==> src/rtl/aar_pkg.sv <==
`timescale 1ns / 1ps
// ----------------------------------------------------------------------------
// aar_pkg
// Types, widths and constants shared by the axis-angle rotation matrix block.
// ----------------------------------------------------------------------------
package aar_pkg;

  localparam int AXIS_W       = 16;
  localparam int ANG_W        = 16;
  localparam int MAG_W        = 16;
  localparam int SQ_W         = 32;             // n2 = x*x + y*y + z*z
  localparam int RAD_W        = 48;             // n2 << 16
  localparam int NRM_W        = 24;             // norm in Q.8
  localparam int REM_W        = 27;             // sqrt partial remainder
  localparam int DREM_W       = 40;             // divider partial remainder
  localparam int QUO_W        = 16;             // unit magnitude, up to 32768
  localparam int U_W          = 17;             // signed unit component, Q1.15
  localparam int CW           = 34;             // CORDIC datapath
  localparam int CS_W         = 18;             // cos, sin, t
  localparam int ATAN_LEN     = 24;
  localparam int CORDIC_STEPS_DEF = 16;

  localparam logic signed [CW-1:0] GAIN_Q30 = 34'sd652032874;
  localparam logic signed [15:0]   ONE_Q14  = 16'sd16384;

  typedef struct packed {
    logic signed [AXIS_W-1:0] axis_x;
    logic signed [AXIS_W-1:0] axis_y;
    logic signed [AXIS_W-1:0] axis_z;
    logic [ANG_W-1:0]         turn_angle;
  } aar_in_t;

  typedef struct packed {
    logic signed [15:0] m00;
    logic signed [15:0] m01;
    logic signed [15:0] m02;
    logic signed [15:0] m10;
    logic signed [15:0] m11;
    logic signed [15:0] m12;
    logic signed [15:0] m20;
    logic signed [15:0] m21;
    logic signed [15:0] m22;
    logic               zero_axis;
  } aar_out_t;

  // data carried past the norm and divide cells
  typedef struct packed {
    logic [2:0]            neg;
    logic [2:0][MAG_W-1:0] mag;
    logic [ANG_W-1:0]      ang;
    logic                  zero;
  } aar_side_t;

  typedef struct packed {
    logic [RAD_W-1:0] rad;
    logic [REM_W-1:0] rem;
    logic [NRM_W-1:0] root;
    aar_side_t        side;
  } aar_sq_t;

  typedef struct packed {
    logic [2:0][DREM_W-1:0] rem;
    logic [2:0][QUO_W-1:0]  quo;
    logic [NRM_W-1:0]       nrm;
    aar_side_t              side;
  } aar_dv_t;

  typedef struct packed {
    logic signed [CW-1:0] x;
    logic signed [CW-1:0] y;
    logic signed [CW-1:0] z;
    logic [2:0][U_W-1:0]  u;
    logic                 flip;
    logic                 zero;
  } aar_cr_t;

  typedef struct packed {
    logic signed [CS_W-1:0] c;
    logic signed [CS_W-1:0] s;
    logic signed [CS_W-1:0] t;
    logic [2:0][U_W-1:0]    u;
    logic                   zero;
  } aar_pm_t;

  // atan(2^-i), 2^32 per turn
  function automatic logic [31:0] atan_entry(input int idx);
    logic [31:0] v;
    case (idx)
      0:  v = 32'h20000000;
      1:  v = 32'h12E4051E;
      2:  v = 32'h09FB385B;
      3:  v = 32'h051111D4;
      4:  v = 32'h028B0D43;
      5:  v = 32'h0145D7E1;
      6:  v = 32'h00A2F61E;
      7:  v = 32'h00517C55;
      8:  v = 32'h0028BE53;
      9:  v = 32'h00145F2F;
      10: v = 32'h000A2F98;
      11: v = 32'h000517CC;
      12: v = 32'h00028BE6;
      13: v = 32'h000145F3;
      14: v = 32'h0000A2F9;
      15: v = 32'h0000517D;
      16: v = 32'h000028BE;
      17: v = 32'h0000145F;
      18: v = 32'h00000A30;
      19: v = 32'h00000518;
      20: v = 32'h0000028C;
      21: v = 32'h00000146;
      22: v = 32'h000000A3;
      23: v = 32'h00000051;
      default: v = 32'h0;
    endcase
    return v;
  endfunction

endpackage

==> src/rtl/aar_sqrt_cell.sv <==
`timescale 1ns / 1ps
// ----------------------------------------------------------------------------
// aar_sqrt_cell
// One root bit of the digit-by-digit integer square root.
// ----------------------------------------------------------------------------
module aar_sqrt_cell import aar_pkg::*; (
  input  logic    clk,
  input  logic    rst_n,
  input  logic    en,
  input  logic    vld_i,
  input  aar_sq_t d_i,
  output logic    vld_o,
  output aar_sq_t d_o
);

  logic             vld_r;
  aar_sq_t          d_r;
  aar_sq_t          d_nxt;
  logic [REM_W-1:0] rem_sh;
  logic [REM_W-1:0] trial;
  logic             ge;

  always_comb begin
    rem_sh = {d_i.rem[REM_W-3:0], d_i.rad[RAD_W-1 -: 2]};
    trial  = {{(REM_W-NRM_W-2){1'b0}}, d_i.root, 2'b01};
    ge     = (rem_sh >= trial);
    d_nxt       = d_i;
    d_nxt.rad   = {d_i.rad[RAD_W-3:0], 2'b00};
    d_nxt.rem   = ge ? (rem_sh - trial) : rem_sh;
    d_nxt.root  = {d_i.root[NRM_W-2:0], ge};
  end

  always_ff @(posedge clk) begin
    if (!rst_n) begin
      vld_r <= 1'b0;
    end else if (en) begin
      vld_r <= vld_i;
    end
  end

  always_ff @(posedge clk) begin
    if (en) begin
      d_r <= d_nxt;
    end
  end

  assign vld_o = vld_r;
  assign d_o   = d_r;

endmodule

==> config.mk <==
export PLATFORM = sky130hd
export DESIGN_NAME = aar_sqrt_cell
export DESIGN_NICKNAME = d
export VERILOG_FILES = /design/src/rtl/aar_pkg.sv /design/src/rtl/aar_sqrt_cell.sv
export SDC_FILE = /design/constraint.sdc
export NUM_CORES = 1
export LEC_CHECK = 0
export ABC_AREA = 0
export BUFFER_PORTS_ARGS = -buffer_cell sky130_fd_sc_hd__buf_2
export CORE_MARGIN = 5
export CORE_UTILIZATION = 30
export DETAILED_ROUTE_END_ITERATION = 8
export GPL_TIMING_DRIVEN = 0
export HOLD_SLACK_MARGIN = 0.15
export PLACE_DENSITY = 0.59
export SLEW_MARGIN = 30
export SYNTH_ARGS = -nofsm -noshare
export SYNTH_HDL_FRONTEND = slang
export SYNTH_SLANG_ARGS = --single-unit
==> constraint.sdc <==
create_clock -name clk -period 5.5 [get_ports clk]
set_input_delay 0.55 -clock clk [delete_from_list [all_inputs] [get_ports clk]]
set_output_delay 0.55 -clock clk [all_outputs]
set_load 0.03 [all_outputs]
Word level (Yosys, flattened, before mapping)
Cells that the tools add are included.
{"block": "op_classes", "n_addsub": 1, "n_mux": 1, "order_cmp": 1}
{"operator": ">= comparator 27 x 26 -> 1 bit", "n": 1}
{"operator": "2-to-1 mux 27 bit", "n": 1}
{"operator": "subtractor 27 x 26 -> 27 bit", "n": 1}
{"block": "totals", "wordCells": 13, "out_inout_bits": 168, "regBits": 166}

Longest topological paths before layout
Gate-level depths: netlist of the first run.
{"block": "depth", "depth_word": 2, "depth_mapped": 13, "mapped_depth_nobuf": 10}

Worst setup path before layout of the first run
No wires, ideal clock.
{"block": "synth_timing", "path_type": "input -> register", "startpoint": "input d_i[82] in the netlist's numbering", "endpoint": "register d_r (netlist bit d_o[105]), data pin", "n_path_buf": 2, "setup_slack_ns": 2.673, "t_arrival_ns": 2.564, "required_ns": 5.238, "setup_ns": 0.262, "path_stages": 12, "path_cell_list": "inv_1 > ha_1 > buf_2 > nand3_2 > or3_1 > o41a_1 > o31a_1 > a41oi_2 > a31oi_1 > buf_6 > inv_2 > mux2_1"}
{"item": "start, declared", "line": "aar_sqrt_cell.sv:11", "source": "input aar_sq_t d_i,"}
{"item": "end signal, assigned", "line": "aar_sqrt_cell.sv:43", "source": "d_r <= d_nxt;"}
{"item": "end, declared", "line": "aar_sqrt_cell.sv:17", "source": "aar_sq_t d_r;"}

==> impl_results.md, run 1 <==
* Period utilization at 0.534
* Status: finished, final reports clean
* Largest net degree at the start of global routing at 85
* First-pass GRT wire length at 31500 um
* Global placement routability congestion at 0.789
* Chip height at 161 um
* CTS Root Cell: clkbuf_16
* P&R area growth vs syn at 39.1%
* Grt total ovfl at 0
* CTS tree: built
* Inst Count DP at 1080
* Critical path's largest stage delay at 0.47 ns
* Total Wirelength at 21500 um
* Post-synth top area cell: edfxtp_1
* EDFF count, synth at 165
* Detailed Place HPWL at 17000 um
* Primary FF master, synth: edfxtp_1
* Total GRT Usage at 0.161
* Setup TNS at 0 ns
* Area after DPL at 0.00898 sq mm
* CP max-delay cell: clkbuf_1
* Max-slew violations at 0
* Dominant cells by area after synthesis: edfxtp_1 72%, ha_1 4.7%, nand2_1 2.1%
* Clock Tree Buf Depth at 2
* Post-synthesis async set-or-reset flop share at 0
* Crit Path Category: input pin to flip-flop
* Sink Count at 166
* Core area at 0.0226 sq mm
* Seq. cell area at 0.00497 sq mm
* RSZ-0062 raised after global routing: no
* Post-CTS Setup Bufs at 0
* Worst VDD drop at 0.174 mV
* Fill cells at 2158
* Io pins at 339
* DR iter-0 viols at 210
* LEAKAGE at 4.16 nW
* Most used cell, CP: clkbuf_1
* Multi-input logic area at 0.00169 sq mm
* Worst-path clk slew at 0.08 ns
* Min-Delay Path Class: input pin to flip-flop
* Syn Area/Cell at 15.0 sq um
* First-pass detailed-route iteration total at 4
* Nets@finish at 1011
* DIE WIDTH at 161 um
* Setup-failing EPs final at 0
* CP cell instances: buf_2 -> inv_1 -> ha_1 -> clkbuf_1 -> a21oi_1 -> a21boi_2 -> o31a_1 -> a41oi_2 -> a31oi_1 -> clkbuf_1 -> o21ai_1
* DRT antenna net count at 0
* Via density per instance at 4.52
* Fmax at 0.341 GHz
* Share of cells above drive strength 1 at 0.487
* CTS buffer count at 17
* Post-DR wirelength/cell at 19.3 um
* Final instance area at 0.00957 sq mm
* Rows at 55
* Number of max-cap violations at 0
* Crit path time final at 2.94 ns
* Initial core utilization at 0.304
* Synth Instances at 458
* Hold_ws at 0.295 ns
* H-Tree Depth at 4
* Yosys warns at 0
* Fin. Hold Viols at 0
* Clock latency on the worst-skew pair at 0.42 ns
* Worst Setup End Kind: flip-flop
* Seq cells post-synth at 166
* Unique masters post-synth at 58
* Power per cell area at 357 mW/mm^2
* Area share of the largest cell type after synthesis at 0.720
* Post_cts resized at 0
* Initial antenna violation count at 7
* Critical Path Source Type: input pin
* Drt drc at 0
* Vias after detailed routing at 5045
* CP max FO at 10
* Slew HR at 0.636
* Register area share after synthesis at 0.723
* Least-Margin Pin Slew at 0.547 ns
* Final std cells w/o fill at 1115
* Crit path required time at 5.64 ns
* Port Buffers at 334
* Mapped cell area at 0.00688 sq mm
* Post-CTS Hold Fix Bufs at 0
* CP arrival at 3.07 ns
* Vias in the first global route at 5166
* Setup Skew at 0 ns
* Die Area at 0.0261 sq mm
routing by layer:
layer  wire length (um)  vias to the layer above  GRT usage
li1                   -                     2435          -
met1               7900                     2372      0.173
met2              11300                      195      0.293
met3               1890                       33     0.0635
met4                353                       10     0.0458
met5                 68                        -          0
sequential cells by signal, indices dropped and copies added, names as in the netlist:
| register | cells |
|---|---|
| d_o | 165 |
| vld_o | 1 |
final timing paths:
path                            slack, ns               start  cells after the start                 end
worst max-delay path                 2.56             d_i[72]                     11  d_o[100]$_DFFE_PP_
worst min-delay path                 0.29             d_i[51]                      1   d_o[51]$_DFFE_PP_
worst max register to register       4.91  vld_o$_SDFFE_PN0P_                      2  vld_o$_SDFFE_PN0P_
worst min register to register       0.53  vld_o$_SDFFE_PN0P_                      2  vld_o$_SDFFE_PN0P_
power by group:
group / switching, W / leakage [nW] / internal (W)
clock network: 0.000565 / 0.283 / 0.000608
registers: 0.0000239 / 1.62 / 0.00152
logic: 0.000477 / 2.26 / 0.000222
total: 0.00107 / 4.16 / 0.00235
synthesized netlist by cell type (6+ instances only):
master / n
a21o_1: 8
nor2_1: 17
a21oi_1: 21
nand3_1: 11
o21ai_1: 16
nand4_1: 7
o21ai_0: 12
ha_1: 26
inv_1: 30
nand2_1: 39
xor2_1: 9
xnor2_1: 11
o21ai_2: 9
buf_2: 6
edfxtp_1: 165
area by class of cell:
type                    instances  area share
flip-flops and latches        166       0.520
repair buffers                336       0.181
multi-input cells             246       0.176
clock buffers                  17      0.0444
well taps                     285      0.0373
clock inverters                15      0.0167
inverters                      31      0.0122
plain buffers                  16      0.0114
diodes                          3    0.000784
logic make-up after synthesis:
logic type | count (synthesis) | synth area share
flops | 166 | 0.723
compound gates | 99 | 0.0971
simple gates | 93 | 0.0634
buf+inv | 47 | 0.0327
fa+ha+maj | 26 | 0.0473
xor+xnor | 21 | 0.0278
mux | 5 | 0.00836
other cells | 1 | 0.000545
stage by stage:
step / utilization / power, W / setup slack [ns]
after CTS: 0.422 / 0.00347 / 2.54
after global placement: 0.394 / 0.00228 / 1.62
final: 0.423 / 0.00342 / 2.56
after global routing: 0.423 / 0.00359 / 2.29
after floorplan: - / 0.00202 / 2.67
after detailed placement: 0.397 / 0.00229 / 2.09
layout by cell type (no fill, tap or decap), drive strengths merged, types with 7 or more instances in the layout:
cell and n:
inv 37, nand2 39, nor2 17, nand3 12, clkinv 8, xnor2 12
o21ai 37, a21oi 22, a21o 8, ha 26, buf 349, nand4 7
xor2 9, clkbuf 20, edfxtp 165
worst max-delay path, delay by kind of cell:
| family | cells | cell delay [ns] |
|---|---|---|
| buffers and inverters | 4 | 0.77 |
| AOI/OAI and AO/OA | 6 | 1.45 |
| adders and majority gates | 1 | 0.28 |
No activity file was read; power rests on OpenSTA's default activity.
==> run 2, diff against run 1 <==
clock period = 3.01 ns   (was 5.5 ns; I/O delays follow)
==> run 2 against run 1 <==
Compared with the run above:
- flip-flop and latch count stayed put
- worst hold slack worse by 0.12 ns
- sequential share of layout area fell by 6.6 points
- critical endpoint is now d_o[105]$_DFFE_PP_
==> impl_results.md, run 2 (synthesis results as in run 1) <==
* Period utilization at 0.938
* Share of the core filled with cells at 0.485 (+0.0620)
* Total Wirelength at 23700 um (+11%)
* LEAKAGE at 4.75 nW (+14%)
* CP arrival at 2.98 ns (-0.09 ns)
* Sw Pwr at 0.00200 W (+88%)
* Rows at 55 (unchanged)
* Via density per instance at 4.55 (+0.47%)
* First-pass GRT wire length at 35200 um (+12%)
* Total GRT Usage at 0.178 (+0.0170)
* Setup Skew at 0 ns (unchanged)
* Int Power at 0.00442 W (+88%)
* Fmax at 0.354 GHz
* Final Power at 0.00643 W (+88%)
* Max reg flops at 165 (unchanged)
* Crit path time final at 2.82 ns
* Die Area at 0.0261 sq mm (unchanged)
* Setup-failing EPs final at 0 (unchanged)
* Chip height at 161 um (unchanged)
* Worst Setup End Kind: flip-flop
* Crit path required time at 3.17 ns (-2.47 ns)
* Clk pwr share at 0.335 (-0.008)
* Vias after detailed routing at 5687 (+13%)
* DRT antenna net count at 0 (unchanged)
* Crit Path Category: input pin to flip-flop
* Antenna diode count at 0 (-3)
* Placement Setup Slack at -0.156 ns (-2.24 ns)
* Nets@finish at 1150 (+14%)
* CTS Root Cell: clkbuf_16
* Number of max-cap violations at 0 (unchanged)
* CP cell instances: dlygate4sd3_1 -> buf_2 -> inv_1 -> ha_1 -> and2_1 -> a21boi_2 -> o31a_1 -> a41oi_2 -> a31oi_4 -> buf_6 -> inv_2 -> mux2_1
* Status: finished, final reports clean
* Setup TNS at 0 ns (unchanged)
* Max-slew violations at 0 (unchanged)
* Least-Margin Pin Slew at 0.561 ns (+0.0140 ns)
* Sequential power share at 0.441 (-0.012)
* Global placement routability congestion at 0.789 (unchanged)
* Io pins at 339 (unchanged)
* Worst-path clk slew at 0.07 ns (about the same)
* Sink Count at 166 (unchanged)
* Post-route setup slack at 0.187 ns (-2.38 ns)
* Clock latency on the worst-skew pair at 0.42 ns (about the same)
* Power per cell area at 586 mW/mm^2 (+64%)
* P&R area growth vs syn at 59.5%
* Critical Path Source Type: input pin
* WP buf/inv at 5 (+1)
* DR iter-0 viols at 351 (+67%)
* Port Buffers at 334 (unchanged)
* Logic pwr share at 0.224 (+0.020)
* Commonest cells after routing, fill and taps aside: 339 x buf_2, 165 x edfxtp_1, 139 x dlygate4sd3_1, 39 x nand2_1, 30 x inv_1
* Detailed Place HPWL at 17000 um (unchanged)
* First-pass detailed-route iteration total at 5 (+1)
* CP max FO at 10 (unchanged)
* Stages on worst setup path at 12 (+1)
* Most common cell after layout, fill and taps aside: buf_2
* FF-to-FF path depth at 3 (+1)
* Initial antenna violation count at 4 (-3)
* Grt total ovfl at 0 (unchanged)
* Post-DR wirelength/cell at 19.0 um (-1.4%)
* Post-CTS Setup Bufs at 0 (unchanged)
* Largest net degree at the start of global routing at 85 (unchanged)
* Clock Tree Buf Depth at 2 (unchanged)
* Min-Delay Path Class: input pin to flip-flop
* Share of cells above drive strength 1 at 0.420 (-0.0670)
* Switching part of the total at 0.312 (about the same)
* RSZ-0062 raised after global routing: no
* Initial core utilization at 0.304 (unchanged)
* Vias in the first global route at 5970 (+16%)
* Critical path's largest stage delay at 0.52 ns (+0.05 ns)
* CTS tree: built
* Fin. Hold Viols at 0 (unchanged)
* Worst VDD drop at 0.323 mV (+85%)
* DIE WIDTH at 161 um (unchanged)
* H-Tree Depth at 4 (unchanged)
* Slew HR at 0.625 (-0.0110)
* Core area at 0.0226 sq mm (unchanged)
* CP max-delay cell: dlygate4sd3_1
* CTS buffer count at 17 (unchanged)
* Hold Path Depth at 2 (+1)
* Drt drc at 0 (unchanged)
* Top Family by Delay on Critical Path: buffers and inverters
run 2: cell count changes in the layout (fill, tap and decap cells not counted):
cell	previous run	this run
clkbuf_1	3	2
a21oi_1	21	20
a31oi_4	0	1
clkbuf_2	0	1
a21oi_2	1	2
diode_2	3	0
dlygate4sd3_1	0	139
a31oi_1	3	2
run 2: worst reg2reg max path, cell delays in order, from the launching register on:
cell           delay [ns]
dfxtp_1              0.31
mux2i_1              0.12
nor2b_1              0.06
dlygate4sd3_1        0.56
run 2: what timing repair did:
action                     in CTS  in global routing
hold buffers                  139                  0
setup endpoints to repair       0                 24
hold endpoints to repair      138                  0
resized for setup               0                  5
run 2: path summary, 6_finish.rpt:
path                                    startpoint                  to  slack, ns
worst max-delay path                       d_i[71]  d_o[105]$_DFFE_PP_       0.19
worst min-delay path                      d_i[115]  d_o[117]$_DFFE_PP_       0.17
worst max register to register  vld_o$_SDFFE_PN0P_  vld_o$_SDFFE_PN0P_       1.85
worst min register to register  vld_o$_SDFFE_PN0P_  vld_o$_SDFFE_PN0P_       1.10
run 2: area by class of cell:
| cell class | count | area [sq um] |
|---|---|---|
| Sequential cell | 166 | 4970 |
| Timing Repair Buffer | 475 | 3130 |
| Tap cell | 285 | 357 |
| Buffer | 16 | 110 |
| Multi-Input combinational cell | 246 | 1710 |
| Clock inverter | 15 | 160 |
| Fill cell | 1984 | 11700 |
| Clock buffer | 17 | 425 |
| Inverter | 31 | 116 |
run 2: power groups by stage:
stage	sequential, W	combinational [W]	clock [W]
after floorplan	0.00333	0.000358	0
after global placement	0.00289	0.00127	0
after detailed placement	0.00288	0.00130	0
after CTS	0.00283	0.00145	0.00222
after global routing	0.00285	0.00154	0.00233
final	0.00284	0.00144	0.00215
run 2: layer usage:
layer  share of wire  wire (um)  GRT usage  vias to the layer above
met5          0.0023         54          0                        -
met4           0.028        658     0.0628                        8
met3           0.067       1600     0.0549                       42
met2            0.52      12400      0.323                      232
met1            0.38       9060      0.197                     2699
li1                -          -          -                     2706
run 2: per-stage QoR:
stage,hold slack [ns],cells,area [sq um]
finish,0.175,1251,11000
global route,0.153,1251,11000
CTS,0.155,1251,11000
detailed placement,0.479,1080,8980
global placement,0.478,1078,8910
floorplan,0.400,459,6890
==> run 3, diff against run 2 <==
BUFFER_PORTS_ARGS = not set   (was -buffer_cell sky130_fd_sc_hd__buf_2)
DONT_BUFFER_PORTS = 1   (was not set)
PLACE_DENSITY = 0.47   (was 0.59)
==> run 3 against run 2 <==
Compared with the run above:
- synthesized cell count stayed put
- the flow now stops in clock tree synthesis (4_1_cts)
- synthesized area unchanged
==> impl_results.md, run 3 <==
* Status: stopped before the end
* Last stage: clock tree synthesis (4_1_cts)
* Halt Reason: [ERROR RSZ-0060] Max buffer count reached.
* Rows at 55 (unchanged)
* DIE WIDTH at 161 um (unchanged)
* Syn Area/Cell at 15.0 sq um (unchanged)
* Inst Count DP at 744 (-31%)
* Global placement routability congestion at 0.752 (-4.6%)
* Area after DPL at 0.00724 sq mm (-19%)
* Unique masters post-synth at 58 (unchanged)
* Seq cells post-synth at 166 (unchanged)
* Post-synthesis async set-or-reset flop share at 0 (unchanged)
* Post-synth top area cell: edfxtp_1
* CTS buffer count at 17 (unchanged)
* EDFF count, synth at 165 (unchanged)
* Initial core utilization at 0.304 (unchanged)
* Chip height at 161 um (unchanged)
* Port Buffers at 0 (-100%)
* Post_cts resized at 0 (unchanged)
* Yosys warns at 0 (unchanged)
* Primary FF master, synth: edfxtp_1
* Sink Count at 166 (unchanged)
* H-Tree Depth at 4 (unchanged)
* Io pins at 339 (unchanged)
* Most frequent cells after synthesis: 165 x edfxtp_1, 39 x nand2_1, 30 x inv_1
* Clock Tree Buf Depth at 2 (unchanged)
* Post-CTS Hold Fix Bufs at 156 (+12%)
* Dominant cells by area after synthesis: edfxtp_1 72%, ha_1 4.7%, nand2_1 2.1%
* Synth Instances at 458 (unchanged)
* Mapped cell area at 0.00688 sq mm (unchanged)
* CTS Root Cell: clkbuf_16
* Register area share after synthesis at 0.723 (unchanged)
* Top-count cell post-synth: edfxtp_1
* Post-CTS Setup Bufs at 0 (unchanged)
* Detailed Place HPWL at 13900 um (-18%)
* Area share of the largest cell type after synthesis at 0.720 (unchanged)
run 3: cell counts after synthesis:
No cell type changed its count.
run 3: per-stage QoR:
| stage | utilization | setup slack, ns |
|---|---|---|
| after floorplan | - | 0.432 |
| after global placement | 0.320 | 0.00480 |
| after detailed placement | 0.320 | -0.0261 |
run 3: cells by family after synthesis:
group / share of synthesized area
multiplexers: 0.00836
AO/OA/AOI/OAI: 0.0971
adder cells (fa/ha/maj): 0.0473
flip-flops: 0.723
AND/OR/NAND/NOR: 0.0634
other: 0.000545
XOR/XNOR: 0.0278
buffers and inverters: 0.0327
==> run 4, diff against run 3 <==
CORE_UTILIZATION = 20   (was 30)
HOLD_SLACK_MARGIN = not set   (was 0.15)
PLACE_DENSITY = not set   (was 0.47)
PLACE_DENSITY_LB_ADDON = 0.15   (was not set)
==> run 4 against run 3 <==
Compared with the run above:
- the run now ends clean
==> impl_results.md, run 4 (synthesis results as in run 1) <==
* Worst-path clk slew at 0.08 ns
* Grt total ovfl at 0
* Crit Path Category: input pin to flip-flop
* Hold Path Depth at 2
* CTS Root Cell: clkbuf_16
* Worst VDD drop at 0.331 mV
* Drt drc at 0
* Placement Setup Slack at -0.282 ns (-0.256 ns)
* Crit path required time at 3.19 ns
* Post-CTS Setup Bufs at 0 (unchanged)
* CP max FO at 7
* CTS buffer count at 17 (unchanged)
* Top Family by Delay on Critical Path: compound AO/OA/AOI/OAI gates
* Chip height at 196 um (+21%)
* Final instance area at 0.00944 sq mm
* Most common cell after layout, fill and taps aside: edfxtp_1
* First-pass GRT wire length at 30800 um
* Number of max-cap violations at 0
* Largest net degree at the start of global routing at 144
* FF-to-FF path depth at 2
* Least-Margin Pin Slew at 0.606 ns
* Setup-failing EPs final at 0
* Critical path's largest stage delay at 0.35 ns
* WP buf/inv at 2
* Max-slew violations at 0
* Max reg flops at 165
* CTS tree: built
* Sink Count at 166 (unchanged)
* Clock latency on the worst-skew pair at 0.42 ns
* Initial antenna violation count at 0
* Clock Tree Buf Depth at 2 (unchanged)
* Commonest cells after routing, fill and taps aside: 165 x edfxtp_1, 138 x dlygate4sd3_1, 39 x nand2_1, 30 x inv_1, 26 x ha_1
* Area after DPL at 0.00746 sq mm (+2.9%)
* Hold_sp: vld_i
* CP max-delay cell: mux2_2
* DR iter-0 viols at 172
* Status: finished, final reports clean
* Worst Setup End Kind: flip-flop
* H-Tree Depth at 4 (unchanged)
* Rows at 68 (+24%)
* RSZ-0062 raised after global routing: no
* Worst R2R End: vld_o$_SDFFE_PN0P_
* Post-DR wirelength/cell at 19.8 um
* LEAKAGE at 3.41 nW
* Via density per instance at 3.98
* Global placement routability congestion at 0.748 (-0.61%)
* Min-Delay Path Class: input pin to flip-flop
* Setup Skew at 0 ns
* Multi-input logic area at 0.00169 sq mm
* Post-route setup slack at 0.316 ns
* Port Buffers at 0 (unchanged)
* R2r startpoint: vld_o$_SDFFE_PN0P_
* Fill cells at 3471
* Power per cell area at 645 mW/mm^2
* Period utilization at 0.895
* First-pass detailed-route iteration total at 4
* Share of cells above drive strength 1 at 0.108
* P&R area growth vs syn at 37.1%
* Slew HR at 0.594
* Vias in the first global route at 4640
* DIE WIDTH at 196 um (+21%)
* Critical Path Source Type: input pin
* Core area at 0.0343 sq mm
* Hold Crit Endpoint: vld_o$_SDFFE_PN0P_
* Setup TNS at 0 ns
* Seq. cell area at 0.00497 sq mm
* CP cell instances: inv_1 -> ha_1 -> clkbuf_1 -> nand3_1 -> nor2_1 -> o221ai_1 -> o211ai_1 -> a21oi_1 -> o221a_2 -> o21ai_0 -> mux2_2
* Initial core utilization at 0.201 (-0.103)
* Fin. Hold Viols at 0
* Detailed Place HPWL at 15800 um (+14%)
* Fmax at 0.371 GHz
* CP arrival at 2.88 ns
* Io pins at 339 (unchanged)
* Die Area at 0.0382 sq mm
* Reg2Reg Setup Slack at 2.20 ns
* Total Wirelength at 21500 um
* Nets@finish at 814
* Antenna diode count at 0
* Total GRT Usage at 0.107
* DRT antenna net count at 0
* Crit path time final at 2.69 ns
* Vias after detailed routing at 4322
run 4: stage by stage:
stage | instances | hold slack, ns | power, W | util
finish | 1085 | 0.0603 | 0.00609 | 0.275
global route | 1085 | 0.0396 | 0.00638 | 0.275
CTS | 1085 | 0.0209 | 0.00623 | 0.275
detailed placement | 914 | 0.400 | 0.00386 | 0.217
global placement | 914 | 0.400 | 0.00387 | 0.217
floorplan | 459 | 0.400 | 0.00369 | -
run 4: how the worst max path moves through the flow:
stage               startpoint                  to  slack [ns]  depth (start not counted)
floorplan              d_i[82]  d_o[105]$_DFFE_PP_        0.43                         12
global placement       d_i[78]  d_o[105]$_DFFE_PP_       -0.25                         12
detailed placement     d_i[78]  d_o[105]$_DFFE_PP_       -0.28                         12
CTS                    d_i[78]  d_o[105]$_DFFE_PP_        0.18                         12
global route           d_i[72]  d_o[104]$_DFFE_PP_        0.05                         10
finish                 d_i[76]  d_o[118]$_DFFE_PP_        0.32                         11
run 4: layout make-up:
type | instances | area share
Timing Repair Buffer | 139 | 0.149
Inverter | 31 | 0.0123
Sequential cell | 166 | 0.527
Tap cell | 455 | 0.0603
Buffer | 16 | 0.0115
Multi-Input combinational cell | 246 | 0.179
Clock inverter | 15 | 0.0163
Clock buffer | 17 | 0.0451
run 4: what timing repair did:
| action | CTS | global route |
|---|---|---|
| setup endpoints to repair | 0 | 0 |
| endpoints found under the hold margin | 162 | 0 |
| resized for setup | 0 | 0 |
| hold buffers | 139 | 0 |
run 4: power breakdown:
group / leakage (nW) / total, W / internal, W / switching (W)
Sequential: 1.62 / 0.00333 / 0.00281 / 0.000525
Clock: 0.285 / 0.00214 / 0.00111 / 0.00103
Combinational: 1.50 / 0.000617 / 0.000310 / 0.000308
Total: 3.41 / 0.00609 / 0.00423 / 0.00186
run 4: metal layers:
layer / up-vias / global-route usage / share of wire
li1: 2031 / - / -
met1: 2076 / 0.115 / 0.38
met2: 208 / 0.197 / 0.52
met3: 7 / 0.0431 / 0.088
met4: 0 / 0.0261 / 0.0081
met5: - / 0 / 0
